## src/rtl/pfd_pkg.sv

```systemverilog
package pfd_pkg;

  localparam int MAX_VERTICES_DEF = 64;
  localparam int WEIGHT_BITS_DEF  = 64;

  // fixed field widths of the ports
  localparam int CODE_W = 7;
  localparam int VERT_W = 6;
  localparam int CFG_W  = 7;

  typedef enum logic [3:0] {
    ST_LOAD,
    ST_CNT_RD,
    ST_CNT_OCC,
    ST_CNT_WR,
    ST_BUILD,
    ST_DEC_RD,
    ST_DEC_OCC,
    ST_DEC_EMIT,
    ST_PAIR_A,
    ST_PAIR_B,
    ST_ERR
  } state_t;

  // commands from the sequencer to the leaf unit
  typedef struct packed {
    logic clear;       // start of decode: drop seen bits and leaf map
    logic occ_rd;      // read occurrence count at addr
    logic count_wr;    // occurrence count at addr plus one, mark seen
    logic build;       // leaf map from range and seen bits
    logic remove;      // retire lowest leaf, decrement addr
    logic take_first;  // retire lowest leaf only
  } leaf_cmd_t;

endpackage

```

## src/rtl/pfd_store.sv

```systemverilog
module pfd_store #(
  parameter int VW          = 6,
  parameter int WEIGHT_BITS = pfd_pkg::WEIGHT_BITS_DEF,
  parameter int DEPTH       = 62,
  parameter int AW          = 6
) (
  input  logic                   clk,
  input  logic                   wr_en,
  input  logic [AW-1:0]          wr_addr,
  input  logic [VW-1:0]          wr_code,
  input  logic [WEIGHT_BITS-1:0] wr_weight,
  input  logic                   rd_en,
  input  logic [AW-1:0]          rd_addr,
  output logic [VW-1:0]          rd_code,
  output logic [WEIGHT_BITS-1:0] rd_weight
);

  logic [VW-1:0]          code_mem   [DEPTH];
  logic [WEIGHT_BITS-1:0] weight_mem [DEPTH];

  always_ff @(posedge clk) begin
    if (wr_en) begin
      code_mem[wr_addr]   <= wr_code;
      weight_mem[wr_addr] <= wr_weight;
    end
  end

  // registered read; held until the next read
  always_ff @(posedge clk) begin
    if (rd_en) begin
      rd_code   <= code_mem[rd_addr];
      rd_weight <= weight_mem[rd_addr];
    end
  end

endmodule

```

## config.mk

```make
export PLATFORM = sky130hd
export DESIGN_NAME = pfd_store
export DESIGN_NICKNAME = d
export VERILOG_FILES = /design/src/rtl/pfd_pkg.sv /design/src/rtl/pfd_store.sv
export SDC_FILE = /design/constraint.sdc
export NUM_CORES = 2
export LEC_CHECK = 0
export ABC_CLOCK_PERIOD_IN_PS = 6180
export BUFFER_PORTS_ARGS = -buffer_cell sky130_fd_sc_hd__buf_2
export CAP_MARGIN = 20
export CELL_PAD_IN_SITES_DETAIL_PLACEMENT = 0
export CELL_PAD_IN_SITES_GLOBAL_PLACEMENT = 1
export CORE_ASPECT_RATIO = 1.4
export CORE_MARGIN = 2
export CORE_UTILIZATION = 56
export DETAILED_ROUTE_END_ITERATION = 8
export GPL_ROUTABILITY_DRIVEN = 0
export PLACE_DENSITY_LB_ADDON = 0.1
export SKIP_LAST_GASP = 1
export SLEW_MARGIN = 15
export SYNTH_ARGS = -nofsm -noshare
export SYNTH_HDL_FRONTEND = slang
export SYNTH_MEMORY_MAX_BITS = 65536
export SYNTH_SLANG_ARGS = --single-unit
```

## constraint.sdc

```tcl
create_clock -name clk -period 6.18 [get_ports clk]
set_input_delay 0.309 -clock clk [delete_from_list [all_inputs] [get_ports clk]]
set_output_delay 0.309 -clock clk [all_outputs]
set_load 0.005 [all_outputs]
```

==> run_results.csv <==
group,metric,value,unit
setup_path,startpoint,"rd_addr[2]",
cells_and_area,area_growth,11.7,%
setup_path,cp_max_fo,97,
status,outcome,"complete, no violations",
sta,slew_violations,0,
sta,skew,0.0319,ns
power,leakage,58.9,nW
floorplan,initial_utilization,56.1,%
yosys,synth.avg_cell_area,22.9,um^2
clock_tree,worstSkewPairLatency,0.93,ns
floorplan,die_x,467,um
setup_path,reg2reg_from,"weight_mem[21][50]",
power,p_int,0.0481,W
placed_design,place_area,0.175,mm^2
setup_path,worstPathRequired,6.97,ns
yosys,synth_area_leaders,"edfxtp_1 79%, mux4_2 14%, mux2i_1 2.2%",
placed_design,placement.io_buffers,154,
yosys,synth.cell_area,0.168,mm^2
yosys,ys_types,46,
sta,tightest_slew,1.23,ns
hold_path,min-delay-start,"wr_weight[52]",
sta,finalHoldWorstSlack,0.0734,ns
drt,via_per_inst,6.84,
power,clkPwrFrac,40.6,%
floorplan,dieHeight,652,um
drt,wl,473000,um
drt,post_drt_wl_per_cell,39.3,um
yosys,netlist_top_cells_count,"4,410 x edfxtp_1, 1,013 x mux4_2, 370 x mux2i_1",
floorplan,pin_count,155,
yosys,synth_most_common_cell,"edfxtp_1",
global_route,grt-ovfl-total,0,
drt,first_iter_violations,11300,
clock_tree,cts.sinks,4410,
power,ir_drop,0.256,mV
clock_tree,cts_resized,0,
yosys,synth_top_area_share,78.8,%
power,swShare,21.0,%
global_route,grt_max_degree,106,
clock_tree,holdBufCountCts,1,
setup_path,end_kind,"flop",
cells_and_area,n_fill_cell,20400,
yosys,synth_area_leader_cell,"edfxtp_1",
drt,first_pass_iters,6,
yosys,ys_seq_area_share,78.8,%
hold_path,hold-path-endpoint,"weight_mem[20][52]",
clock_tree,cts_root_buf,"clkbuf_16",
global_route,grt_pass1_wl,654000,um
power,power_switching,0.0128,W
sta,final_hold_viol_count,0,
sta,fin_crit_sh,45.5,%
floorplan,die-area,0.305,mm^2
setup_path,worstReg2RegEnd,"rd_weight[50]",
drt,drcViolationCount,0,
floorplan,core,0.300,mm^2
floorplan,row_count,238,
drt,detail-route-antenna-nets,0,
sta,grt_setup_unrepaired,"no",
cells_and_area,finalCoreUtilization,62.7,%
clock_tree,clk_path_buf_depth,4,
global_route,antenna_found_initial,30,
yosys,yosys_register_bits,4410,
setup_path,reg2regPathDepth,5,
hold_path,min_path_cells,1,
cells_and_area,nets,7825,
setup_path,critPathKind,"input port to flop",
power,seqPwrFrac,54.7,%
power,power,0.0609,W
yosys,postSynthCellCount,7351,
clock_tree,cts_tree,"built",
yosys,async_flop_share,0,%
global_route,grt_pass1_vias,83000,
setup_path,cp-start-kind,"input port",
clock_tree,htreeDepth,5,
sta,period_minus_slack,2.81,ns
sta,max_freq,0.356,GHz
sta,fin_setup_tns,0,ns
clock_tree,cts_buffers,403,
yosys,synthFlopType,"edfxtp_1",
run,cap_violations,0,
power,p_comb_share,4.7,%
yosys,yosys_warnings,0,
setup_path,worst_ep_arrival_time,3.60,ns
yosys,synth_nets,7436,
cells_and_area,drive_gt1_share,26.4,%
sta,max_slew_margin,18.1,%
cells_and_area,stdcell_area,0.188,mm^2
hold_path,hold_class,"input port to flop",
power,powerDensity,324,mW/mm^2
clock_tree,clk_pin_slew,0.06,ns
yosys,synth_edf_count,4410,
global_route,grtUsageTotal,31.2,%
sta,setup_viol,0,
clock_tree,cts_setup_buffers,0,
drt,vias,82400,
setup_path,reg2reg_slack,3.97,ns
placed_design,dp_hpwl,244000,um
## worst max-delay path by stage
stage                            endpoint  cells past startpoint
after CTS                      rd_code[5]                      7
after global routing           rd_code[5]                      7
after global placement         rd_code[5]                      7
after detailed placement       rd_code[5]                      7
after floorplan           code_mem[32][0]                      4
final                          rd_code[5]                      7
## state kept, by name (all words and copies together), names as in the netlist
register	count
weight_mem	3968
rd_code	6
code_mem	372
rd_weight	64
## logic make-up (layout without fill, tap and decap cells)
family                 count (synthesis)  count (layout)  share of synthesized area, %
AO/OA/AOI/OAI                        618             618                          2.44
buffers and inverters                426            1142                          1.42
flip-flops                          4410            4410                          78.8
multiplexers                        1449            1449                          16.2
other                                  0              15                             0
AND/OR/NAND/NOR                      448             448                          1.19
## routing by layer
| metal | share of wire [%] | vias to the layer above | track usage, % |
|---|---|---|---|
| met1 | 38 | 45300 | 42.6 |
| li1 | - | 32100 | - |
| met5 | 0.022 | - | 0 |
| met2 | 51 | 4169 | 51.9 |
| met4 | 3.4 | 18 | 9.98 |
| met3 | 8.4 | 805 | 5.06 |
## power by group through the flow
stage | clock (W) | combinational, W | sequential, W
after floorplan | 0 | 0.00167 | 0.0339
after global placement | 0 | 0.00284 | 0.0339
after detailed placement | 0 | 0.00289 | 0.0339
after CTS | 0.0250 | 0.00289 | 0.0333
after global routing | 0.0261 | 0.00306 | 0.0333
final | 0.0247 | 0.00289 | 0.0333
## stage by stage
step                      instances  setup slack (ns)
final                         12000              3.37
after global routing          12000              3.24
after CTS                     12000              3.27
after detailed placement      11300              2.29
after global placement        11300              2.30
after floorplan                7351              1.62
## cell type report
class / instances / area [um^2] / share of cell area, %
flip-flops and latches: 4410 / 132000 / 70.5
multi-input cells: 2515 / 33900 / 18.0
clock buffers: 488 / 10700 / 5.70
well taps: 3960 / 4950 / 2.64
repair buffers: 408 / 3620 / 1.93
clock inverters: 244 / 2170 / 1.16
diodes: 15 / 37.5 / 0.0200
inverters: 2 / 17.5 / 0.00933
## worst max-delay path: stages
cell and delay [ns]:
buf_8 0.46, buf_12 0.47, nand2b_4 0.72, o22ai_1 0.33, nor3_1 0.11, a311oi_1 0.84
o22a_1 0.26
## cells in the final DEF (no fill, tap or decap), drive strengths merged, types with 12 or more instances in the layout
master,n
a2bb2oi,45
mux2i,370
edfxtp,4410
a211oi,37
nand2,196
clkbuf,488
diode,15
a32oi,18
bufinv,37
nor2b,65
nand3,32
mux2,66
buf,401
nor3,18
nor2,107
a221oi,12
mux4,1013
a21oi,65
o221ai,49
a31oi,56
o21ai,146
clkinv,183
o22ai,122
a22oi,36
clkinvlp,18
Note: power is estimated with default switching activity, not from simulation.
