File: src/rtl/pfd_pkg.sv
package pfd_pkg;

  localparam int MAX_VERTICES_DEF = 64;
  localparam int WEIGHT_BITS_DEF  = 64;

  // fixed field widths of the ports
  localparam int CODE_W = 7;
  localparam int VERT_W = 6;
  localparam int CFG_W  = 7;

  typedef enum logic [3:0] {
    ST_LOAD,
    ST_CNT_RD,
    ST_CNT_OCC,
    ST_CNT_WR,
    ST_BUILD,
    ST_DEC_RD,
    ST_DEC_OCC,
    ST_DEC_EMIT,
    ST_PAIR_A,
    ST_PAIR_B,
    ST_ERR
  } state_t;

  // commands from the sequencer to the leaf unit
  typedef struct packed {
    logic clear;       // start of decode: drop seen bits and leaf map
    logic occ_rd;      // read occurrence count at addr
    logic count_wr;    // occurrence count at addr plus one, mark seen
    logic build;       // leaf map from range and seen bits
    logic remove;      // retire lowest leaf, decrement addr
    logic take_first;  // retire lowest leaf only
  } leaf_cmd_t;

endpackage

File: src/rtl/pfd_leaf.sv
module pfd_leaf #(
  parameter int MAX_VERTICES = pfd_pkg::MAX_VERTICES_DEF,
  parameter int VW           = 6,
  parameter int OW           = 6
) (
  input  logic                     clk,
  input  logic                     rst,
  input  pfd_pkg::leaf_cmd_t       cmd,
  input  logic [VW-1:0]            addr,
  input  logic [pfd_pkg::CFG_W-1:0] vertex_count,
  output logic [OW-1:0]            occ_rdata,
  output logic [VW-1:0]            low_leaf
);

  // occurrences left in the code per vertex (degree minus one)
  logic [OW-1:0]           occ_mem [MAX_VERTICES];
  logic [OW-1:0]           occ_raw;
  logic                    seen_q;
  logic [MAX_VERTICES-1:0] seen;
  logic [MAX_VERTICES-1:0] leaf_map;
  logic [MAX_VERTICES-1:0] leaf_map_next;
  logic [OW-1:0]           occ_wdata;

  // an entry never counted reads as zero
  assign occ_rdata = seen_q ? occ_raw : '0;
  assign occ_wdata = cmd.count_wr ? occ_rdata + OW'(1) : occ_rdata - OW'(1);

  always_ff @(posedge clk) begin
    if (cmd.occ_rd) begin
      occ_raw <= occ_mem[addr];
      seen_q  <= seen[addr];
    end
    if (cmd.count_wr || cmd.remove) begin
      occ_mem[addr] <= occ_wdata;
    end
  end

  always_ff @(posedge clk) begin
    if (rst || cmd.clear) begin
      seen <= '0;
    end else if (cmd.count_wr) begin
      seen[addr] <= 1'b1;
    end
  end

  // shared priority encoder: lowest set bit of the leaf map
  always_comb begin
    low_leaf = '0;
    for (int i = MAX_VERTICES - 1; i >= 0; i--) begin
      if (leaf_map[i]) begin
        low_leaf = VW'(i);
      end
    end
  end

  always_comb begin
    leaf_map_next = leaf_map;
    if (cmd.clear) begin
      leaf_map_next = '0;
    end else if (cmd.build) begin
      for (int i = 0; i < MAX_VERTICES; i++) begin
        leaf_map_next[i] = (pfd_pkg::CFG_W'(i) < vertex_count) && !seen[i];
      end
    end else if (cmd.remove) begin
      leaf_map_next[low_leaf] = 1'b0;
      if (occ_rdata == OW'(1)) begin
        leaf_map_next[addr] = 1'b1;
      end
    end else if (cmd.take_first) begin
      leaf_map_next[low_leaf] = 1'b0;
    end
  end

  always_ff @(posedge clk) begin
    if (rst) begin
      leaf_map <= '0;
    end else begin
      leaf_map <= leaf_map_next;
    end
  end

`ifndef ASSERT_OFF
  // a code vertex still referenced can never sit in the leaf map
  a_parent_not_leaf: assert property (@(posedge clk) disable iff (rst)
    cmd.remove |-> (leaf_map != '0) && !leaf_map[addr])
    else $error("leaf unit: no leaf or parent marked leaf on removal");
`endif

endmodule
File: config.mk
export PLATFORM = sky130hd
export DESIGN_NAME = pfd_leaf
export DESIGN_NICKNAME = d
export VERILOG_FILES = /design/src/rtl/pfd_pkg.sv /design/src/rtl/pfd_leaf.sv
export SDC_FILE = /design/constraint.sdc
export NUM_CORES = 1
export LEC_CHECK = 0
export BUFFER_PORTS_ARGS = -buffer_cell sky130_fd_sc_hd__buf_2
export CAP_MARGIN = 10
export CORE_UTILIZATION = 59
export CTS_BUF_LIST = sky130_fd_sc_hd__clkbuf_8
export CTS_CLUSTER_SIZE = 12
export DETAILED_ROUTE_END_ITERATION = 7
export HOLD_SLACK_MARGIN = 0.06
export PLACE_DENSITY = 0.73
export SYNTH_ARGS = -nofsm -noshare
export SYNTH_HDL_FRONTEND = slang
export SYNTH_SLANG_ARGS = --single-unit
File: constraint.sdc
create_clock -name clk -period 5.27 [get_ports clk]
set_input_delay 0.7905 -clock clk [delete_from_list [all_inputs] [get_ports clk]]
set_output_delay 0.7905 -clock clk [all_outputs]
set_load 0.005 [all_outputs]
==> results.txt <==
----------------------------------------------------
[Finish]
  Storage cell area ... 14300 sq um
  Fraction of final layout cells with drive strength greater than 1 ... 0.1145
  Final standard cell utilization of the core ... 0.6551
  Area of the multi-input gates ... 7580 sq um
  Total of fill cells in the finished design ... 2895
  Number of nets at the end of the flow ... 1934
  Synth-to-Final Area Change ... 9.642%

[Logic synthesis]
  Post-Syn Area ... 22400 sq um
  Dominant combinational cell family by area after synthesis ... compound AO/OA/AOI/OAI gates
  Fraction of synthesized cell area taken by the top area cell type ... 0.5242
  Number of register bits inferred by synthesis ... 519
  Share of synthesized cell area in and, or, nand and nor gates ... 0.1076
  Register area share after synthesis ... 0.6386
  Async set-reset flop share out of synthesis ... 0
  Synthesized-area fraction occupied by ao, oa, aoi and oai cells ... 0.2232
  Primary flip-flop cell chosen by synthesis mapping ... sky130_fd_sc_hd__edfxtp_1
  Netlist cell types ... 81
  Area share of fa/ha/maj cells after synthesis ... 0.001676
  Average footprint of a synthesized cell ... 11.87 sq um
  Number of enable flip-flop cells after synthesis ... 391
  Ranking of synthesized cells by area ... sky130_fd_sc_hd__edfxtp_1, sky130_fd_sc_hd__dfxtp_1, sky130_fd_sc_hd__a22oi_1, sky130_fd_sc_hd__nor2_1, sky130_fd_sc_hd__a21oi_1
  Multiplexer share of the synthesized area ... 0.0004469
  Syn Nets ... 1911
  Xor and xnor area share after synthesis ... 0.001173
  Most area-hungry cell type in the Yosys netlist ... sky130_fd_sc_hd__edfxtp_1
  Yosys Warn Count ... 0
  Synthesized instance count ... 1887

[Routing]
  Starting DRT DRC Count ... 2127
  WL/cell ... 27.44 um
  Total iterations of the first detailed-routing run ... 8
  WL final ... 68020 um
  Vias per cell ... 6.985
  Vias post-DR ... 17320
  Antenna Nets Post-Route ... 0
  Post-route DRC violation count ... 0

[CTS]
  Insertion delay of the later-clocked pin in the worst-skew pair ... 670 ps
  Buffer type at the clock tree root ... sky130_fd_sc_hd__clkbuf_8
  Clock H-tree levels ... 3
  Clock input transition at the sequential cells of the worst setup and hold paths ... 60 ps
  Total of cells resized after clock tree synthesis ... 0
  Clock tree from TritonCTS ... done
  Clock Sink Count ... 519
  Hold-fix buffers at CTS ... 0
  TritonCTS Buffers ... 83
  Post-CTS Setup Bufs ... 0
  Longest Clk Path Bufs ... 3

[Global route]
  Via count of the first global-routing pass ... 16770
  Total GRT Usage ... 0.3539
  Number of antenna violations at the first check in global routing ... 2
  Pin count of the biggest net entering global routing ... 69
  Global route overflow ... 0
  First-pass GRT wire length ... 102000 um

[Placed design]
  IO Port Bufs ... 32
  HPWL Detailed ... 44680 um
  Last weighted congestion value of the routability-driven placer ... 1.040

[Setup path]
  Crit-path slowest cell ... sky130_fd_sc_hd__a2111oi_0
  Cell class contributing the biggest share of worst-path delay ... compound AO/OA/AOI/OAI gates
  Kind of launch point of the worst setup path ... flip-flop
  Largest stage delay, worst path ... 750 ps
  Crit path depth ... 8
  Crit Path Max Fanout ... 11
  Worst reg2reg path depth ... 8
  Crit path buf inv count ... 3
  Critical Path End Type ... output port
  Required time worst endpoint ... 4480 ps
  Arrival time of data at the critical path endpoint ... 3090 ps
  CP cell instances ... inv_1 -> a2111oi_0 -> o2111ai_1 -> a21oi_1 -> o21ai_1 -> buf_4 -> nor2_1 -> buf_2
  Start-to-end type of the worst setup path ... reg -> out

[Pwr]
  Maximum ir drop on the vdd rail ... 265.2 uV
  Pwr Density ... 349.4 nW/um^2
  Leakage power ... 0.007821 uW
  Overall power of the completed layout ... 8581 uW

[STA]
  Setup total negative slack ... 0 ps
  Clock skew after layout ... 47.64 ps
  Final Setup Violations ... 0
  Minimum clock period after layout ... 3879 ps
  Max frequency ... 257.8 MHz
  Unrepaired setup endpoints after global routing ... false
  Final clock period utilization by the worst path ... 0.7361
  Max Transition Viols Final ... 0
  Final Hold Fails ... 0
  Transition time at the pin with the least slew margin ... 1135 ps
  Worst slew slack as a fraction of its limit ... 0.2372

[Floorplan]
  Height of the chip ... 196.8 um
  Number of primary I/O pins ... 33
  Standard cell core area ... 37490 sq um
  Number of standard-cell rows in the floorplan ... 71
  Die outline width ... 196.8 um
  Starting utilization of the core area ... 0.5975
  Die Footprint ... 38750 sq um

[Run status]
  Run status ... finished, final reports clean

[Flow run]
  Number of maximum-capacitance violations ... 0

[Hold path]
  Worst hold path stage count ... 2
  Type of the most critical hold path ... reg -> reg

----------------------------------------------------
## logic make-up (layout without fill, tap and decap cells)
family	count (synthesis)	in the layout
buffers and inverters	159	237
muxes	1	1
DFF	519	519
AOI/OAI and AO/OA	704	704
and+or+nand+nor	498	498
other	0	3
adders and majority gates	3	3
xor gates and xnor gates	3	3
## area by class of cell
cell class | instances | area share
sequential | 519 | 0.5825
inverter | 28 | 0.004280
multi-input combinational | 1209 | 0.3087
tap | 511 | 0.02604
timing repair buffer | 69 | 0.01987
antenna | 3 | 0.0003057
clock buffer | 89 | 0.04988
clock inverter | 51 | 0.008509
## where the power goes
group / switching [uW] / internal [uW]
Clock: 1540 / 1540
Sequential: 63.7 / 4520
Combinational: 669 / 248
## per-layer routing
layer  track usage  up-vias  wire length [um]
li1              -     7577                 -
met1        0.4503     8355             25120
met2        0.5669     1135             32240
met3       0.06691      246              6759
met4        0.2122        2              3874
met5             0        -                16
## cell usage in the layout (no fill, tap or decap), drive strengths merged, types with 7 or more instances in the layout
master and instances:
a211oi 44, a21boi 15, a21oi 173, a221o 8, a221oi 64, a22o 36
a22oi 155, a311oi 19, a31oi 45, a41oi 7, and2 23, and3 11
buf 69, clkbuf 89, clkinv 20, dfxtp 128, edfxtp 391, inv 58
nand2 58, nand3 27, nand4 32, nor2 241, nor2b 8, nor3 28
nor3b 7, nor4 17, o211ai 7, o21ai 54, o221ai 12, o311ai 12
o31ai 10, or2 11, or3 10, or4 7
## Yosys cell counts, types with 6 or more instances
cell type,count
sky130_fd_sc_hd__a211oi_1,38
sky130_fd_sc_hd__a211oi_2,6
sky130_fd_sc_hd__a21boi_0,14
sky130_fd_sc_hd__a21oi_1,171
sky130_fd_sc_hd__a221o_1,8
sky130_fd_sc_hd__a221oi_1,64
sky130_fd_sc_hd__a22o_1,36
sky130_fd_sc_hd__a22oi_1,155
sky130_fd_sc_hd__a311oi_1,17
sky130_fd_sc_hd__a31oi_1,45
sky130_fd_sc_hd__a41oi_1,6
sky130_fd_sc_hd__and2_1,22
sky130_fd_sc_hd__and3_1,11
sky130_fd_sc_hd__buf_1,18
sky130_fd_sc_hd__clkbuf_1,106
sky130_fd_sc_hd__dfxtp_1,128
sky130_fd_sc_hd__edfxtp_1,391
sky130_fd_sc_hd__inv_1,27
sky130_fd_sc_hd__nand2_1,58
sky130_fd_sc_hd__nand3_1,27
sky130_fd_sc_hd__nand4_1,31
sky130_fd_sc_hd__nor2_1,237
sky130_fd_sc_hd__nor2b_1,8
sky130_fd_sc_hd__nor3_1,26
sky130_fd_sc_hd__nor4_1,16
sky130_fd_sc_hd__o2111ai_1,6
sky130_fd_sc_hd__o211ai_1,7
sky130_fd_sc_hd__o21ai_0,51
sky130_fd_sc_hd__o221ai_1,11
sky130_fd_sc_hd__o22ai_1,6
sky130_fd_sc_hd__o311ai_1,6
sky130_fd_sc_hd__o31ai_1,10
sky130_fd_sc_hd__or2_2,10
sky130_fd_sc_hd__or3_1,10
## path summary, 6_finish.rpt
| check | slack [ps] | from | endpoint |
|---|---|---|---|
| setup / recovery | 1390 | leaf_map[43] | low_leaf[0] |
| hold / removal | 500 | seen[29] | seen[29] |
| setup reg to reg | 1790 | seen_q | leaf_map[11] |
| hold reg to reg | 500 | seen[29] | seen[29] |
## through the flow
step	area, sq um	worst slack, ps	hold slack (ps)	cells
after floorplan	22400	1275	450.5	1887
after global placement	23120	1987	471.2	2336
after detailed placement	23120	1907	477.7	2336
after CTS	24550	1501	491.0	2476
after global routing	24550	1305	491.4	2476
final	24560	1391	503.7	2479
## worst reg2reg max path, cell delays in order (launching register included)
cell and delay (ps):
sky130_fd_sc_hd__edfxtp_1 630, sky130_fd_sc_hd__nand2_1 160, sky130_fd_sc_hd__inv_1 170, sky130_fd_sc_hd__ha_1 180
sky130_fd_sc_hd__nand4_1 480, sky130_fd_sc_hd__nor3_1 1080, sky130_fd_sc_hd__a221oi_1 250, sky130_fd_sc_hd__a21boi_0 220
sky130_fd_sc_hd__a311oi_2 260
## registers in the layout (all words and copies together) (netlist names)
| signal | flops |
|---|---|
| occ_mem | 384 |
| occ_raw | 6 |
| seen_q | 1 |
| seen | 64 |
| leaf_map | 64 |
(Power assumes the default switching activity.)
